[config.mk]
export PLATFORM = sky130hd
export DESIGN_NAME = utf8_codepoint_decoder
export DESIGN_NICKNAME = d
export VERILOG_FILES = /design/src/rtl/ucd_pkg.sv /design/src/rtl/ucd_step.sv /design/src/rtl/utf8_codepoint_decoder.sv
export SDC_FILE = /design/constraint.sdc
export NUM_CORES = 1
export LEC_CHECK = 0
export ABC_AREA = 1
export BUFFER_PORTS_ARGS = -buffer_cell sky130_fd_sc_hd__buf_2
export CORE_ASPECT_RATIO = 0.75
export CORE_MARGIN = 2
export CORE_UTILIZATION = 55
export CTS_BUF_LIST = sky130_fd_sc_hd__clkbuf_16
export DETAILED_ROUTE_END_ITERATION = 8
export PLACE_DENSITY = 0.87
export SYNTH_ARGS = -nofsm -noshare
export SYNTH_HDL_FRONTEND = slang
export SYNTH_HIERARCHICAL = 1
export SYNTH_SLANG_ARGS = --single-unit
[constraint.sdc]
create_clock -name clk_i -period 3.65 [get_ports clk_i]
set_input_delay 0.5475 -clock clk_i [delete_from_list [all_inputs] [get_ports clk_i]]
set_output_delay 0.5475 -clock clk_i [all_outputs]
set_load 0.01 [all_outputs]
[src/rtl/ucd_pkg.sv]
// ----------------------------------------------------------------------------
// ucd_pkg
// Shared types and constants of the UTF-8 code point decoder.
// ----------------------------------------------------------------------------
`default_nettype none

package ucd_pkg;

  localparam int unsigned INDEX_BITS = 16;
  localparam int unsigned VALUE_BITS = 21;
  localparam int unsigned WIDTH_BITS = 3;
  localparam int unsigned POINT_INDEX_BITS = 16;

  localparam logic [INDEX_BITS-1:0] INDEX_MAX = '1;

  localparam logic [VALUE_BITS-1:0] ANIMAL_A_LO = 21'h1F400;
  localparam logic [VALUE_BITS-1:0] ANIMAL_A_HI = 21'h1F43F;
  localparam logic [VALUE_BITS-1:0] ANIMAL_B_LO = 21'h1F980;
  localparam logic [VALUE_BITS-1:0] ANIMAL_B_HI = 21'h1F99E;

  localparam logic [WIDTH_BITS-1:0] WIDTH_NONE = 3'd0;
  localparam logic [WIDTH_BITS-1:0] WIDTH_ONE = 3'd1;
  localparam logic [WIDTH_BITS-1:0] WIDTH_TWO = 3'd2;
  localparam logic [WIDTH_BITS-1:0] WIDTH_THREE = 3'd3;
  localparam logic [WIDTH_BITS-1:0] WIDTH_FOUR = 3'd4;

  typedef enum logic [1:0] {
    ST_OK        = 2'd0,
    ST_STRAY     = 2'd1,
    ST_BAD_START = 2'd2,
    ST_TRUNC     = 2'd3
  } status_e;

  typedef struct packed {
    logic [VALUE_BITS-1:0] partial_value;
    logic [1:0]            bytes_remaining;
    logic [WIDTH_BITS-1:0] current_width;
    logic [INDEX_BITS-1:0] point_counter;
  } dec_state_t;

  typedef struct packed {
    logic [VALUE_BITS-1:0]       code_value;
    logic [WIDTH_BITS-1:0]       byte_width;
    logic [POINT_INDEX_BITS-1:0] point_index;
    logic                        animal_flag;
    status_e                     status;
    logic                        final_result;
  } dec_result_t;

endpackage

`default_nettype wire

[src/rtl/ucd_step.sv]
// ----------------------------------------------------------------------------
// ucd_step
// Next-state and result logic for one byte of the decoder.
// ----------------------------------------------------------------------------
`default_nettype none

module ucd_step (
  input  ucd_pkg::dec_state_t  state_i,
  input  logic [7:0]           in_byte_i,
  input  logic                 end_of_text_i,
  output ucd_pkg::dec_state_t  state_o,
  output logic                 res_valid_o,
  output ucd_pkg::dec_result_t res_o
);
  import ucd_pkg::*;

  logic [VALUE_BITS-1:0] shifted;
  logic [1:0]            rem_dec;
  logic [31:0]           index_ext;
  logic                  advance;
  logic [WIDTH_BITS-1:0] start_width;
  logic [VALUE_BITS-1:0] start_value;

  assign shifted   = {state_i.partial_value[VALUE_BITS-7:0], in_byte_i[5:0]};
  assign rem_dec   = state_i.bytes_remaining - 2'd1;
  assign index_ext = 32'(state_i.point_counter);

  always_comb begin
    priority if (!in_byte_i[5]) begin
      start_width = WIDTH_TWO;
      start_value = VALUE_BITS'(in_byte_i[4:0]);
    end else if (!in_byte_i[4]) begin
      start_width = WIDTH_THREE;
      start_value = VALUE_BITS'(in_byte_i[3:0]);
    end else begin
      start_width = WIDTH_FOUR;
      start_value = VALUE_BITS'(in_byte_i[2:0]);
    end
  end

  always_comb begin
    state_o                  = state_i;
    res_valid_o              = 1'b0;
    res_o                    = '0;
    res_o.point_index        = index_ext[POINT_INDEX_BITS-1:0];
    res_o.final_result       = end_of_text_i;
    res_o.status             = ST_OK;
    advance                  = 1'b0;

    priority if (state_i.bytes_remaining != 2'd0) begin
      state_o.partial_value   = shifted;
      state_o.bytes_remaining = rem_dec;
      if (rem_dec == 2'd0) begin
        res_valid_o             = 1'b1;
        res_o.code_value        = shifted;
        res_o.byte_width        = state_i.current_width;
        advance                 = 1'b1;
        state_o.partial_value   = '0;
        state_o.current_width   = WIDTH_NONE;
      end else if (end_of_text_i) begin
        res_valid_o  = 1'b1;
        res_o.status = ST_TRUNC;
      end
    end else if (!in_byte_i[7]) begin
      res_valid_o      = 1'b1;
      res_o.code_value = VALUE_BITS'(in_byte_i);
      res_o.byte_width = WIDTH_ONE;
      advance          = 1'b1;
    end else if (in_byte_i[7:6] == 2'b10) begin
      res_valid_o  = 1'b1;
      res_o.status = ST_STRAY;
    end else if (in_byte_i[7:3] == 5'b11111) begin
      res_valid_o  = 1'b1;
      res_o.status = ST_BAD_START;
    end else begin
      state_o.partial_value   = start_value;
      state_o.current_width   = start_width;
      state_o.bytes_remaining = 2'(start_width - WIDTH_ONE);
      if (end_of_text_i) begin
        res_valid_o  = 1'b1;
        res_o.status = ST_TRUNC;
      end
    end

    res_o.animal_flag =
      ((res_o.code_value >= ANIMAL_A_LO) && (res_o.code_value <= ANIMAL_A_HI)) ||
      ((res_o.code_value >= ANIMAL_B_LO) && (res_o.code_value <= ANIMAL_B_HI));

    if (advance && (state_i.point_counter != INDEX_MAX)) begin
      state_o.point_counter = state_i.point_counter + INDEX_BITS'(1);
    end

    if (end_of_text_i) begin
      state_o = '0;
    end
  end

endmodule

`default_nettype wire

[src/rtl/utf8_codepoint_decoder.sv]
// ----------------------------------------------------------------------------
// utf8_codepoint_decoder
// Decodes a UTF-8 byte stream into code points, one byte beat per cycle while no held result is stalled.
// Each result is registered and appears on the output in the cycle after its byte is taken.
// Throughput: one byte per cycle unless a held result is stalled; the limit is
// the single decode step between the state registers and the output register.
// Reset: decoder state and output valid clear; the next byte starts index 0.
// ----------------------------------------------------------------------------
`default_nettype none

module utf8_codepoint_decoder (
  input  logic        clk_i,
  input  logic        rst_ni,
  input  logic        in_valid_i,
  output logic        in_stall_o,
  input  logic [7:0]  in_byte_i,
  input  logic        end_of_text_i,
  output logic        out_valid_o,
  input  logic        out_stall_i,
  output logic [20:0] code_value_o,
  output logic [2:0]  byte_width_o,
  output logic [15:0] point_index_o,
  output logic        animal_flag_o,
  output logic [1:0]  status_o,
  output logic        final_result_o
);
  import ucd_pkg::*;

  dec_state_t  state_q, state_d;
  dec_result_t res_q, res_d;
  logic        res_valid;
  logic        out_valid_q;
  logic        accept;

  ucd_step u_step (
    .state_i       (state_q),
    .in_byte_i     (in_byte_i),
    .end_of_text_i (end_of_text_i),
    .state_o       (state_d),
    .res_valid_o   (res_valid),
    .res_o         (res_d)
  );

  // stall only when a held result cannot leave this cycle
  assign in_stall_o = out_valid_q && out_stall_i;
  assign accept     = in_valid_i && !in_stall_o;

  always_ff @(posedge clk_i or negedge rst_ni) begin
    if (!rst_ni) begin
      state_q     <= '0;
      out_valid_q <= 1'b0;
    end else begin
      if (accept) begin
        state_q <= state_d;
      end
      if (accept && res_valid) begin
        out_valid_q <= 1'b1;
      end else if (!out_stall_i) begin
        out_valid_q <= 1'b0;
      end
    end
  end

  always_ff @(posedge clk_i) begin
    if (accept && res_valid) begin
      res_q <= res_d;
    end
  end

  assign out_valid_o    = out_valid_q;
  assign code_value_o   = res_q.code_value;
  assign byte_width_o   = res_q.byte_width;
  assign point_index_o  = res_q.point_index;
  assign animal_flag_o  = res_q.animal_flag;
  assign status_o       = res_q.status;
  assign final_result_o = res_q.final_result;

endmodule

`default_nettype wire

==> results.py <==
metrics = {
    "place": {
        "dp.cells": 661,
        "portBuffers": 58,
        "place.gp.congestion": 0.973,
        "hpwl_um": 6690,
    },
    "final_layout": {
        "layout-drive-gt1-share_pct": 18.2,
        "n_antenna_cell": 0,
        "syn_to_final_growth_pct": 10.8,
        "stdcell_count": 677,
        "fill_cells": 673,
        "nets": 581,
    },
    "run_status": {
        "status": "completed",
    },
    "synthesis": {
        "syn_avg_cell_area_um2": 8.21,
        "postSynthCellCount": 539,
        "synthesis.area_um2": 4430,
        "yosys_warnings": 6,
        "syn-num-nets": 553,
    },
    "setup_path": {
        "end_kind": "flop",
        "r2r_start": "state_q[20]$_DFFE_PN0P_",
        "path_class": "flop to flop",
        "r2r_setup_slack_ns": 0.92,
        "cp_max_fo": 28,
        "worstPathArrival_ns": 2.77,
        "crit_required_ns": 3.69,
        "worst-r2r-cell-count": 8,
        "rr_endpoint": "status_o[1]$_DFFE_PP_",
        "start_kind": "flop",
    },
    "cts": {
        "htreeDepth": 3,
        "clk_pin_slew_ns": 0.06,
        "postCtsSetupRepairBufs": 0,
        "ctsResizeCount": 0,
        "cts_root_buffer": "clkbuf_16",
        "cts_buffers": 9,
        "cts.sinks": 81,
        "clockBufferDepth": 2,
        "cts_tree": "done",
        "cts.hold.buffers_added": 0,
        "clk_latency_ns": 0.34,
    },
    "min_path": {
        "hold_path.class": "primary input to asynchronous set/reset pin",
    },
    "global_route": {
        "track_usage_pct": 23.4,
        "grt_max_degree": 40,
        "antenna_found_initial": 0,
        "grt_pass1_vias": 3222,
        "grt_pass1_wl_um": 15500,
        "grt_remaining_overflow": 0,
    },
    "die": {
        "ioPinCount": 59,
        "die_height_um": 81.7,
        "start_util_pct": 56.4,
        "rows": 28,
        "design.die.area_um2": 8790,
        "core_region_area_um2": 7850,
        "die_w_um": 108,
    },
    "power_and_ir_drop": {
        "powerDensity_nw_per_um2": 477,
        "p_leak_nw": 2.18,
        "vdd_drop_max_mv": 0.298,
    },
    "sta": {
        "tightest_slew_ns": 0.848,
        "final.setup.tns_ns": 0,
        "fmax_ghz": 0.366,
        "grt_setup_unrepaired": "false",
        "slew-limit-headroom_pct": 43.5,
        "finClkSkew_ns": 0.00822,
        "slew_violations": 0,
        "min_period_over_period_pct": 74.9,
        "setup_violations": 0,
        "hold_viol_final": 0,
        "finalCriticalPeriod_ns": 2.73,
    },
    "detailed_routing": {
        "wirelength_um": 10100,
        "ant_nets": 0,
        "drc": 0,
        "vias": 3681,
        "dr.pass1.iters": 5,
        "vias_per_cell": 5.44,
        "drt-wirelength-per-cell_um": 14.9,
        "drtIter0Drc": 367,
    },
    "run": {
        "drv_cap": 0,
    },
}
## registers in the layout, summed over array words and instances (netlist names)
name / flops
animal_flag_o: 1
byte_width_o: 3
code_value_o: 21
final_result_o: 1
out_valid_o: 1
point_index_o: 16
state_q: 36
status_o: 2
## worst max-delay path: stages, from the launching register on
cell     delay (ns)
dfrtp_1        0.64
inv_2          0.17
nand2_1        0.41
inv_2          0.21
nor2_1         0.07
o21ai_0        0.08
inv_1          0.10
nor2_4         0.46
buf_12         0.27
## layout make-up
| type | count | area (µm²) | share of cell area [%] |
|---|---|---|---|
| Clock inverter | 7 | 92.6 | 1.89 |
| Timing Repair Buffer | 61 | 325 | 6.63 |
| Inverter | 48 | 180 | 3.67 |
| Multi-Input combinational cell | 366 | 1700 | 34.7 |
| Clock buffer | 9 | 225 | 4.59 |
| Tap cell | 105 | 131 | 2.68 |
| Sequential cell | 81 | 2250 | 45.8 |
## layer usage
layer	share of wire, %	vias up	global-route usage (%)	wire [µm]
met5	0	-	0	0
met2	45	201	34.7	4540
li1	-	1766	-	-
met4	2.2	0	10.3	224
met3	9.8	19	6.35	981
met1	43	1695	32.5	4310
## cell usage in the layout (no fill, tap or decap)
| cell | count |
|---|---|
| nand2_1 | 176 |
| buf_2 | 58 |
| nor2_1 | 53 |
| nand3_1 | 46 |
| inv_1 | 46 |
| edfxtp_1 | 44 |
| dfrtp_1 | 37 |
| a21oi_1 | 26 |
| o21ai_0 | 18 |
| a21oi_2 | 10 |
| clkbuf_16 | 9 |
| nand4_1 | 6 |
| xor2_1 | 6 |
| nor2_4 | 4 |
| nand2_2 | 4 |
| nand2_4 | 3 |
| nor2_2 | 3 |
| clkinvlp_4 | 2 |
| bufinv_16 | 2 |
| buf_4 | 2 |
| inv_2 | 2 |
| o211ai_1 | 2 |
| nor3_1 | 2 |
| xnor2_1 | 2 |
| inv_6 | 1 |
| clkinv_2 | 1 |
| clkinv_1 | 1 |
| buf_12 | 1 |
| o21ai_1 | 1 |
| nand3_2 | 1 |
| o21ai_4 | 1 |
| nor2b_1 | 1 |
| ha_1 | 1 |
## worst max path at each step
stage                                            end                     from  slack, ns
after floorplan              animal_flag_o$_DFFE_PP_             in_byte_i[5]       0.20
after global placement    point_index_o[3]$_DFFE_PP_  state_q[20]$_DFFE_PN0P_       1.12
after detailed placement  point_index_o[3]$_DFFE_PP_  state_q[20]$_DFFE_PN0P_       0.98
after CTS                      status_o[1]$_DFFE_PP_  state_q[20]$_DFFE_PN0P_       0.98
after global routing      point_index_o[6]$_DFFE_PP_  state_q[20]$_DFFE_PN0P_       0.73
final                          status_o[1]$_DFFE_PP_  state_q[20]$_DFFE_PN0P_       0.92
## power by group
part           internal [mW]  leakage (nW)  switching, mW
registers               1.03         0.937         0.0416
logic                 0.0841          1.09          0.213
clock network          0.597         0.149          0.371
## stage by stage
| step | hold slack [ns] | power [mW] | utilization (%) | instance area, µm² | worst slack [ns] |
|---|---|---|---|---|---|
| final | 0.310 | 2.34 | 62.5 | 4900 | 0.917 |
| after global routing | 0.394 | 2.42 | 62.5 | 4900 | 0.726 |
| after CTS | 0.339 | 2.35 | 62.5 | 4900 | 0.985 |
| after detailed placement | 0.468 | 1.38 | 58.5 | 4590 | 0.985 |
| after global placement | 0.460 | 1.38 | 58.5 | 4590 | 1.12 |
| after floorplan | 0.252 | 1.30 | - | 4430 | 0.205 |
Power figures use the tool's default switching activity.
